$ cat config.mk
export PLATFORM = sky130hd
export DESIGN_NAME = tensor_index_gather_addresses
export DESIGN_NICKNAME = d
export VERILOG_FILES = /design/src/hdl/tiga_pkg.sv /design/src/hdl/tiga_ram.sv /design/src/hdl/tiga_odometer.sv /design/src/hdl/tiga_addr_pipe.sv /design/src/hdl/tensor_index_gather_addresses.sv
export VERILOG_INCLUDE_DIRS = /design/src /design/src/hdl
export SDC_FILE = /design/constraint.sdc
export NUM_CORES = 2
export LEC_CHECK = 0
export ABC_AREA = 1
export BUFFER_PORTS_ARGS = -buffer_cell sky130_fd_sc_hd__buf_2
export CAP_MARGIN = 20
export CORE_UTILIZATION = 54
export CTS_CLUSTER_SIZE = 16
export DETAILED_ROUTE_END_ITERATION = 6
export PLACE_DENSITY = 0.7
export REMOVE_ABC_BUFFERS = 1
export SKIP_CTS_REPAIR_TIMING = 1
export SLEW_MARGIN = 30
export SYNTH_ARGS = -nofsm -noshare
export SYNTH_HDL_FRONTEND = slang
export SYNTH_SLANG_ARGS = --single-unit
$ cat constraint.sdc
create_clock -name clk -period 7 [get_ports clk]
set_input_delay 0 -clock clk [delete_from_list [all_inputs] [get_ports clk]]
set_output_delay 0 -clock clk [all_outputs]
set_load 0.005 [all_outputs]
$ cat src/hdl/tensor_index_gather_addresses_macros.svh
// Assertion macros shared by the gather address generator RTL.
`ifndef TENSOR_INDEX_GATHER_ADDRESSES_MACROS_SVH
`define TENSOR_INDEX_GATHER_ADDRESSES_MACROS_SVH
`ifndef NO_ASSERTIONS
// Condition must hold at every edge out of reset.
`define TIGA_ASSERT_ALWAYS(lbl, ck, rn, expr) \
  lbl: assert property (@(posedge ck) disable iff (!rn) (expr)) \
    else $error("tiga: invariant violated");
// Consequent must hold in the same cycle as the antecedent.
`define TIGA_ASSERT_IMPLY(lbl, ck, rn, ante, cons) \
  lbl: assert property (@(posedge ck) disable iff (!rn) (ante) |-> (cons)) \
    else $error("tiga: implication violated");
// Consequent must hold in the cycle after the antecedent.
`define TIGA_ASSERT_NEXT(lbl, ck, rn, ante, cons) \
  lbl: assert property (@(posedge ck) disable iff (!rn) (ante) |=> (cons)) \
    else $error("tiga: next-cycle implication violated");
`else
`define TIGA_ASSERT_ALWAYS(lbl, ck, rn, expr)
`define TIGA_ASSERT_IMPLY(lbl, ck, rn, ante, cons)
`define TIGA_ASSERT_NEXT(lbl, ck, rn, ante, cons)
`endif
`endif

$ cat src/hdl/tiga_pkg.sv
// Shared types and constants of the gather address generator.
`default_nettype none
package tiga_pkg;

  localparam int SIZE_W     = 9;
  localparam int COUNT_W    = 7;
  localparam int KIND_W     = 2;
  localparam int DIM_W      = 2;
  localparam int SLOT_W     = 6;
  localparam int COORD_W    = 8;
  localparam int ADDR_W     = 32;
  localparam int CFG_IDX_W  = 3;
  localparam int CFG_DATA_W = 9;

  // register map: sizes first, then list counts
  localparam int CFG_DIMS       = 4;
  localparam int CFG_SIZE_BASE  = 0;
  localparam int CFG_COUNT_BASE = 4;

  typedef enum logic [KIND_W-1:0] {
    KIND_LOAD    = 2'd0,
    KIND_EMIT    = 2'd1,
    KIND_RESTART = 2'd2
  } kind_t;

  typedef struct packed {
    logic emit;
    logic restart;
  } odo_ctrl_t;

  typedef struct packed {
    logic valid;
    logic addr_valid;
    logic last;
    logic rejected;
  } side_t;

endpackage
`default_nettype wire

$ cat src/hdl/tiga_ram.sv
// Generic single-write, single-read RAM with registered read data.
`default_nettype none
module tiga_ram #(
  parameter int WIDTH = 8,
  parameter int DEPTH = 64
) (
  input  wire logic                     clk,
  input  wire logic                     we,
  input  wire logic [$clog2(DEPTH)-1:0] waddr,
  input  wire logic [WIDTH-1:0]         wdata,
  input  wire logic [$clog2(DEPTH)-1:0] raddr,
  output logic      [WIDTH-1:0]         rdata
);

  logic [WIDTH-1:0] mem_r [DEPTH];
  logic [WIDTH-1:0] rdata_r;

  always_ff @(posedge clk) begin
    if (we) begin
      mem_r[waddr] <= wdata;
    end
    rdata_r <= mem_r[raddr];
  end

  assign rdata = rdata_r;

endmodule
`default_nettype wire

$ cat src/hdl/tiga_odometer.sv
// Odometer over the chosen-coordinate lists, last dimension fastest.
`default_nettype none
`include "tensor_index_gather_addresses_macros.svh"
module tiga_odometer #(
  parameter int NUM_DIMS   = 4,
  parameter int LIST_DEPTH = 64
) (
  input  wire logic                              clk,
  input  wire logic                              rst_n,
  input  wire tiga_pkg::odo_ctrl_t               ctrl,
  input  wire logic [tiga_pkg::COUNT_W-1:0]      count [NUM_DIMS],
  output logic      [$clog2(LIST_DEPTH)-1:0]     digit [NUM_DIMS],
  output logic                                   last
);
  import tiga_pkg::*;

  localparam int DW    = $clog2(LIST_DEPTH);
  localparam int EW    = $clog2(LIST_DEPTH + 1);
  localparam int CMPW  = (COUNT_W > EW) ? COUNT_W : EW;

  logic [DW-1:0]       digit_r   [NUM_DIMS];
  logic [DW-1:0]       digit_nxt [NUM_DIMS];
  logic [CMPW-1:0]     eff       [NUM_DIMS];
  logic [CMPW-1:0]     inc       [NUM_DIMS];
  logic [NUM_DIMS-1:0] wrap;
  logic                digits_zero;

  // clamp each count into one..LIST_DEPTH, flag digits that roll over
  always_comb begin
    for (int d = 0; d < NUM_DIMS; d++) begin
      if (count[d] == '0) begin
        eff[d] = CMPW'(1);
      end else if (CMPW'(count[d]) > CMPW'(LIST_DEPTH)) begin
        eff[d] = CMPW'(LIST_DEPTH);
      end else begin
        eff[d] = CMPW'(count[d]);
      end
      inc[d]  = CMPW'(digit_r[d]) + CMPW'(1);
      wrap[d] = (inc[d] >= eff[d]);
    end
  end

  assign last = &wrap;

  always_comb begin
    logic carry;
    carry     = 1'b1;
    digit_nxt = digit_r;
    if (ctrl.restart) begin
      for (int d = 0; d < NUM_DIMS; d++) begin
        digit_nxt[d] = '0;
      end
    end else if (ctrl.emit) begin
      for (int d = NUM_DIMS - 1; d >= 0; d--) begin
        if (carry) begin
          if (wrap[d]) begin
            digit_nxt[d] = '0;
          end else begin
            digit_nxt[d] = inc[d][DW-1:0];
            carry        = 1'b0;
          end
        end
      end
    end
  end

  always_ff @(posedge clk) begin
    if (!rst_n) begin
      for (int d = 0; d < NUM_DIMS; d++) begin
        digit_r[d] <= '0;
      end
    end else begin
      digit_r <= digit_nxt;
    end
  end

  assign digit = digit_r;

  always_comb begin
    digits_zero = 1'b1;
    for (int d = 0; d < NUM_DIMS; d++) begin
      if (digit_r[d] != '0) begin
        digits_zero = 1'b0;
      end
    end
  end

  `TIGA_ASSERT_NEXT(a_restart_clears, clk, rst_n, ctrl.restart, digits_zero)
  `TIGA_ASSERT_NEXT(a_last_wraps, clk, rst_n, ctrl.emit && !ctrl.restart && last, digits_zero)

endmodule
`default_nettype wire

$ cat src/hdl/tiga_addr_pipe.sv
// Horner-form stride sum: one stride-sum stage per dimension, a multiply-add in all but the first.
`default_nettype none
module tiga_addr_pipe #(
  parameter int NUM_DIMS   = 4,
  parameter int COORD_BITS = 8
) (
  input  wire logic                          clk,
  input  wire logic                          rst_n,
  input  wire tiga_pkg::side_t               side_in,
  input  wire logic [COORD_BITS-1:0]         coord_in [NUM_DIMS],
  input  wire logic [tiga_pkg::SIZE_W-1:0]   size [NUM_DIMS],
  output tiga_pkg::side_t                    side_out,
  output logic      [tiga_pkg::ADDR_W-1:0]   acc_out
);
  import tiga_pkg::*;

  localparam int MULW = ADDR_W + SIZE_W;

  side_t             side_r  [NUM_DIMS];
  logic [ADDR_W-1:0] acc_r   [NUM_DIMS];
  logic [COORD_BITS-1:0] coord_r [NUM_DIMS][NUM_DIMS];

  // stage s holds c0*s1*..*ss + .. + cs, i.e. the partial sum up to dimension s
  for (genvar s = 0; s < NUM_DIMS; s++) begin : g_stage
    logic [ADDR_W-1:0] acc_nxt;
    if (s == 0) begin : g_first
      assign acc_nxt = ADDR_W'(coord_in[0]);
      always_ff @(posedge clk) begin
        if (!rst_n) begin
          side_r[s] <= '0;
        end else begin
          side_r[s] <= side_in;
        end
        acc_r[s]   <= acc_nxt;
        coord_r[s] <= coord_in;
      end
    end else begin : g_rest
      logic [MULW-1:0] prod;
      assign prod    = MULW'(acc_r[s-1]) * MULW'(size[s]);
      assign acc_nxt = prod[ADDR_W-1:0] + ADDR_W'(coord_r[s-1][s]);
      always_ff @(posedge clk) begin
        if (!rst_n) begin
          side_r[s] <= '0;
        end else begin
          side_r[s] <= side_r[s-1];
        end
        acc_r[s]   <= acc_nxt;
        coord_r[s] <= coord_r[s-1];
      end
    end
  end

  assign side_out = side_r[NUM_DIMS-1];
  assign acc_out  = acc_r[NUM_DIMS-1];

endmodule
`default_nettype wire

$ cat src/hdl/tensor_index_gather_addresses.sv
// Top level of the multidimensional gather address generator.
//
//  port group   direction  handshake              contents
//  in_*         in         start / busy           kind, dim, slot, coordinate
//  out_*        out        out_valid strobe       address, address_valid, last, rejected
//  cfg_*        in         cfg_we, no wait        cfg_index selects size/count register
//
// One word is taken per cycle while busy is low; each word yields exactly one
// result word after it passes the input register, the list RAM read, then one
// stride-sum stage per dimension (a multiply-add in all but the first).
// busy is high only while rst_n is low; reset clears the odometer, the
// pipeline strobes and the registers (sizes and counts to one). The coordinate
// lists are not cleared. The receiver cannot stall, so nothing ever backs up.
`default_nettype none
`include "tensor_index_gather_addresses_macros.svh"
module tensor_index_gather_addresses #(
  parameter int NUM_DIMS   = 4,
  parameter int LIST_DEPTH = 64,
  parameter int COORD_BITS = 8
) (
  input  wire logic                               clk,
  input  wire logic                               rst_n,
  input  wire logic                               start,
  output logic                                    busy,
  input  wire logic [tiga_pkg::KIND_W-1:0]        in_kind,
  input  wire logic [tiga_pkg::DIM_W-1:0]         in_dim,
  input  wire logic [tiga_pkg::SLOT_W-1:0]        in_slot,
  input  wire logic [tiga_pkg::COORD_W-1:0]       in_coordinate,
  output logic                                    out_valid,
  output logic      [tiga_pkg::ADDR_W-1:0]        out_address,
  output logic                                    out_address_valid,
  output logic                                    out_last,
  output logic                                    out_rejected,
  input  wire logic                               cfg_we,
  input  wire logic [tiga_pkg::CFG_IDX_W-1:0]     cfg_index,
  input  wire logic [tiga_pkg::CFG_DATA_W-1:0]    cfg_data
);
  import tiga_pkg::*;

  localparam int AW  = $clog2(LIST_DEPTH);
  localparam int LAT = NUM_DIMS + 2;

  // configuration registers
  logic [SIZE_W-1:0]  size_r  [NUM_DIMS];
  logic [COUNT_W-1:0] count_r [NUM_DIMS];

  // input register
  logic               in_valid_r;
  logic [KIND_W-1:0]  in_kind_r;
  logic [DIM_W-1:0]   in_dim_r;
  logic [SLOT_W-1:0]  in_slot_r;
  logic [COORD_W-1:0] in_coord_r;

  logic               accept;
  logic               is_load;
  logic               is_emit;
  logic               is_restart;
  logic               load_ok;
  logic               reject;
  logic [SIZE_W-1:0]  sel_size;
  logic [NUM_DIMS-1:0] ram_we;

  odo_ctrl_t          odo_ctrl;
  logic [AW-1:0]      digit [NUM_DIMS];
  logic               odo_last;

  side_t              side_nxt;
  side_t              side_s1_r;
  logic [COORD_BITS-1:0] ram_rdata [NUM_DIMS];

  side_t              pipe_side;
  logic [ADDR_W-1:0]  pipe_acc;

  assign busy   = ~rst_n;
  assign accept = start & ~busy;

  // Registers: index CFG_SIZE_BASE + d is a size, CFG_COUNT_BASE + d a count.
  // Dimensions past the register map keep their reset value of one.
  always_ff @(posedge clk) begin
    if (!rst_n) begin
      for (int d = 0; d < NUM_DIMS; d++) begin
        size_r[d]  <= SIZE_W'(1);
        count_r[d] <= COUNT_W'(1);
      end
    end else if (cfg_we) begin
      for (int d = 0; d < NUM_DIMS; d++) begin
        if (d < CFG_DIMS && cfg_index == CFG_IDX_W'(CFG_SIZE_BASE + d)) begin
          size_r[d] <= cfg_data[SIZE_W-1:0];
        end
        if (d < CFG_DIMS && cfg_index == CFG_IDX_W'(CFG_COUNT_BASE + d)) begin
          count_r[d] <= cfg_data[COUNT_W-1:0];
        end
      end
    end
  end

  // Capture the word; payload needs no reset.
  always_ff @(posedge clk) begin
    if (!rst_n) begin
      in_valid_r <= 1'b0;
    end else begin
      in_valid_r <= accept;
    end
    in_kind_r  <= in_kind;
    in_dim_r   <= in_dim;
    in_slot_r  <= in_slot;
    in_coord_r <= in_coordinate;
  end

  always_comb begin
    is_load    = 1'b0;
    is_emit    = 1'b0;
    is_restart = 1'b0;
    case (kind_t'(in_kind_r))
      KIND_LOAD:    is_load    = in_valid_r;
      KIND_EMIT:    is_emit    = in_valid_r;
      KIND_RESTART: is_restart = in_valid_r;
      default:      ;  // unused code: drop the word, answer all zero
    endcase
  end

  // Pick the size of the addressed dimension for the range check.
  always_comb begin
    sel_size = SIZE_W'(1);
    for (int d = 0; d < NUM_DIMS; d++) begin
      if (d < (1 << DIM_W) && in_dim_r == DIM_W'(d)) begin
        sel_size = size_r[d];
      end
    end
  end

  // A load outside the list storage is ignored without a flag.
  assign load_ok = is_load && (32'(in_dim_r) < NUM_DIMS) && (32'(in_slot_r) < LIST_DEPTH);
  assign reject  = load_ok && (SIZE_W'(in_coord_r) >= sel_size);

  always_comb begin
    for (int d = 0; d < NUM_DIMS; d++) begin
      ram_we[d] = load_ok && !reject && (32'(in_dim_r) == d);
    end
  end

  // One list RAM per dimension, so every dimension reads its digit each cycle.
  for (genvar d = 0; d < NUM_DIMS; d++) begin : g_list
    tiga_ram #(
      .WIDTH (COORD_BITS),
      .DEPTH (LIST_DEPTH)
    ) u_list (
      .clk   (clk),
      .we    (ram_we[d]),
      .waddr (AW'(in_slot_r)),
      .wdata (COORD_BITS'(in_coord_r)),
      .raddr (digit[d]),
      .rdata (ram_rdata[d])
    );
  end

  assign odo_ctrl.emit    = is_emit;
  assign odo_ctrl.restart = is_restart;

  tiga_odometer #(
    .NUM_DIMS   (NUM_DIMS),
    .LIST_DEPTH (LIST_DEPTH)
  ) u_odometer (
    .clk   (clk),
    .rst_n (rst_n),
    .ctrl  (odo_ctrl),
    .count (count_r),
    .digit (digit),
    .last  (odo_last)
  );

  // Sideband for the word, aligned with the RAM read data.
  always_comb begin
    side_nxt.valid      = in_valid_r;
    side_nxt.addr_valid = is_emit;
    side_nxt.last       = is_emit && odo_last;
    side_nxt.rejected   = reject;
  end

  always_ff @(posedge clk) begin
    if (!rst_n) begin
      side_s1_r <= '0;
    end else begin
      side_s1_r <= side_nxt;
    end
  end

  tiga_addr_pipe #(
    .NUM_DIMS   (NUM_DIMS),
    .COORD_BITS (COORD_BITS)
  ) u_addr_pipe (
    .clk      (clk),
    .rst_n    (rst_n),
    .side_in  (side_s1_r),
    .coord_in (ram_rdata),
    .size     (size_r),
    .side_out (pipe_side),
    .acc_out  (pipe_acc)
  );

  // Non-address words report a zero address.
  assign out_valid         = pipe_side.valid;
  assign out_address_valid = pipe_side.addr_valid;
  assign out_last          = pipe_side.last;
  assign out_rejected      = pipe_side.rejected;
  assign out_address       = pipe_side.addr_valid ? pipe_acc : '0;

  `TIGA_ASSERT_ALWAYS(a_fixed_latency, clk, rst_n, out_valid == $past(accept, LAT))
  `TIGA_ASSERT_IMPLY(a_reject_from_load, clk, rst_n, out_rejected, $past(accept && in_kind == KIND_LOAD, LAT))
  `TIGA_ASSERT_IMPLY(a_addr_from_emit, clk, rst_n, out_address_valid, $past(accept && in_kind == KIND_EMIT, LAT))

endmodule
`default_nettype wire
==> summary.md <==
| Metric | Value |
|---|---|
| Port bufs | 70 |
| WP data required | ~7.8 ns |
| Reg clk slew, reported paths | 0.07 ns |
| Power share of the combinational group | a little under an eighth |
| Clk network pwr share | 38.6% |
| Synthesis-to-layout area growth | 8.74% |
| Yosys cell types | 47 |
| CP Class | reg -> reg |
| Ys flop type | edfxtp_1 |
| CP max stage delay | 0.79 ns |
| Worst slew margin | 29.0% |
| #FFs+latches synth | 2344 |
| Syn avg cell area | approximately 11 um^2 |
| Warning count from the yosys run | 0 |
| TritonCTS Buffers | 232 |
| Max frequency | 0.191 GHz |
| PnR worst setup slack | roughly 1.8 ns |
| Status | finished with violations |
| Clk sinks | 2344 |
| Vias in the first global route | 72.4k |
| VDD IR-drop max | 0.000290 V |
| Vias | 75.3k |
| CTS tree | built |
| FILL cells | 16.1k |
| Pleak | 46.7 nW |
| Effective utilization at floorplan | 54.4% |
| Setup violators final | 0 |
| Setup slack at placement | ~1.8 ns |
| CP most frequent cell | inv_1 |
| Root buf cell | clkbuf_16 |
| IO Count | 71 |
| Critical path cell sequence | nand2_1 -> fa_1 -> inv_1 -> fa_1 -> inv_1 -> fa_1 -> inv_1 -> fa_1 -> inv_1 -> fa_1 -> inv_1 -> ha_1 -> nand2_1 -> o21ai_0 -> a21oi_1 -> inv_1 -> nand2_1 -> nand2_1 -> xor2_1 |
| Most common library cell in the layout ignoring fill and taps | edfxtp_1 |
| Post-DRT Antenna Nets | 0 |
| Post-layout util | 59.1% |
| Max-slew violation count | 0 |
| Vias per inst | ~6 |
| Highest-count cells in the layout ignoring fill and taps | edfxtp_1, nor2_1, nand2_1, o21ai_0, inv_1 |
| Int Pwr | ~23 mW |
| Post-synth ARST share | 0% |
| Seq/Total Area, Yosys | 61.3% |
| WL/cell | 22.6 um |
| Element type at the critical path end | register |
| Setup TNS Final | 0 ns |
| Final Hold Viols | 0 |
| Layout net count | between 10k and 15k |
| Pin count of the biggest net entering global routing | 202 |
| FP Rows | 165 |
| Min cycle time layout | about 5.2 ns |
| Worst Hold Class | in -> reg |
| CORE AREA | 202000 um^2 |
| Global route total overflow | 0 |
| Share of power burned in registers | about half |
| Cell Pwr Density | 264 nW/um^2 |
| Number of antenna violations at the first check in global routing | 14 |
| Hold WS | between 0.03 and 0.04 ns |
| Max-cap violations | 0 |
| Failing checks | DRC |
| Total detailed-routing wirelength | 291 mm |
| Die W | between 400 and 500 um |
| RD Place Congestion | 0.936 |
| Post-route insts no fill | 12.9k |
| WP data arrival | between 6 and 7 ns |
| RSZ-0062 raised after global routing | false |
| Sw Pwr | a little over 8 mW |
| CTS Buffer Depth | 3 |
| Gr usage total | 28.1% |
| Die height | between 400 and 500 um |
| TritonRoute pass-1 iters | 7 |
| Post-synth EDFFs | 2048 |
| Htree depth | 4 |
| Worst skew pair latency | 0.88 ns |
| DIE AREA | 206000 um^2 |
| Share of layout cells above drive strength 1 | under 10% |
| Final Cycle Share | 74.9% |
| Max Clock Skew | 0.0519 ns |
| Gate Count Post-Synth | 10.1k |
| Post-Syn Area | 110000 um^2 |
| Sw frac | 25.8% |
| Worst-Margin Slew | 1.06 ns |
| First-pass GRT wire length | 440 mm |
| Crit-path max FO | 21 |
| Critical path's slowest cell | dfxtp_1 |
| HPWL after DPL | 186 mm |
| Placed cells | 12.4k |
| DR DRC count | 6 |
| Setup crit start kind | register |
| DR iter-0 viols | roughly 9.6k |
==> routing by layer <==
metal,GRT usage (%),wire length (um)
met2,43.9,134000
met3,5.44,28200
met1,38.9,117000
met4,11.1,12200
met5,0,43
==> state kept, by name (all words and copies together), names as in the netlist, 6 cells and up <==
name	cells
g_list.u_list.rdata	32
u_addr_pipe.coord_r	55
count_r	28
in_coord_r	8
size_r	36
g_list.u_list.mem_r	2048
in_slot_r	6
u_odometer.digit	24
u_addr_pipe.acc_r	82
u_addr_pipe.side_r	16
==> logic make-up (layout without fill, tap and decap cells) <==
kind of cell,count (synthesis),count (layout),share of synthesized area (%)
AOI/OAI and AO/OA,1819,1819,9.21
DFF,2344,2344,61.3
buffers and inverters,1385,1448,5.51
xor gates and xnor gates,74,74,0.589
and+or+nand+nor,3909,3909,14.1
other,0,6,0
adders and majority gates,604,604,9.29
==> per-stage QoR <==
stage / total power, mW / cell area (um^2)
floorplan: 18.4 / 107000
global route: 32.7 / 120000
global placement: 19.6 / 111000
CTS: 31.7 / 119000
detailed placement: 19.6 / 111000
finish: 31.6 / 120000
==> power groups by stage <==
stage / logic [mW] / clock network, mW / registers (mW)
6_report: 3.56 / 12.2 / 15.8
3_3_place_gp: 3.48 / 0 / 16.1
2_1_floorplan: 2.29 / 0 / 16.1
3_5_place_dp: 3.52 / 0 / 16.1
4_1_cts: 3.55 / 12.3 / 15.8
5_1_grt: 4.00 / 12.8 / 15.8
==> final cells by class <==
| cell class | count | area, um^2 | area share, % |
|---|---|---|---|
| Antenna cell | 6 | 15.0 | 0.0125 |
| Tap cell | 2672 | 3340 | 2.79 |
| Clock buffer | 300 | 6350 | 5.31 |
| Timing Repair Buffer | 224 | 1780 | 1.49 |
| Clock inverter | 132 | 1100 | 0.921 |
| Multi-Input combinational cell | 6406 | 36600 | 30.6 |
| Inverter | 792 | 3020 | 2.52 |
| Sequential cell | 2344 | 67500 | 56.4 |
==> critical path: cells and delay by family, from the launching register on <==
| kind | cells | cell delay, ns |
|---|---|---|
| AO/OA/AOI/OAI | 2 | 0.47 |
| XOR/XNOR | 1 | 0.16 |
| adder cells (fa/ha/maj) | 6 | 2.90 |
| buffers and inverters | 6 | 0.38 |
| flip-flops | 1 | 0.79 |
| AND/OR/NAND/NOR | 4 | 0.44 |
==> cells in the mapped netlist, drive strengths merged, types with 10 or more instances <==
| cell type | n | area, um^2 |
|---|---|---|
| o211ai | 327 | 2450 |
| dfxtp | 296 | 5930 |
| clkinv | 14 | 52.6 |
| nor3 | 43 | 238 |
| xor2 | 65 | 569 |
| nand3 | 452 | 2310 |
| ha | 249 | 3120 |
| edfxtp | 2048 | 61500 |
| clkbuf | 285 | 1100 |
| nand4 | 32 | 200 |
| buf | 308 | 1980 |
| nand2 | 1389 | 5230 |
| inv | 778 | 2940 |
| fa | 355 | 7110 |
| o21ai | 1265 | 6330 |
| o22ai | 70 | 438 |
| o21bai | 10 | 75.1 |
| nor2 | 1978 | 7460 |
| a21oi | 113 | 566 |
==> final timing paths <==
| check | from | end | slack (ns) | depth (start not counted) |
|---|---|---|---|---|
| worst min register to register | u_addr_pipe.coord_r[0][14] | u_addr_pipe.coord_r[1][14] | 0.32 | 0 |
| worst max-delay path | size_r[9] | u_addr_pipe.acc_r[2][13] | 1.75 | 19 |
| worst min-delay path | rst_n | u_addr_pipe.side_r[3][1] | 0.04 | 4 |
| worst max register to register | size_r[9] | u_addr_pipe.acc_r[2][13] | 1.75 | 19 |
(Power assumes the default switching activity.)
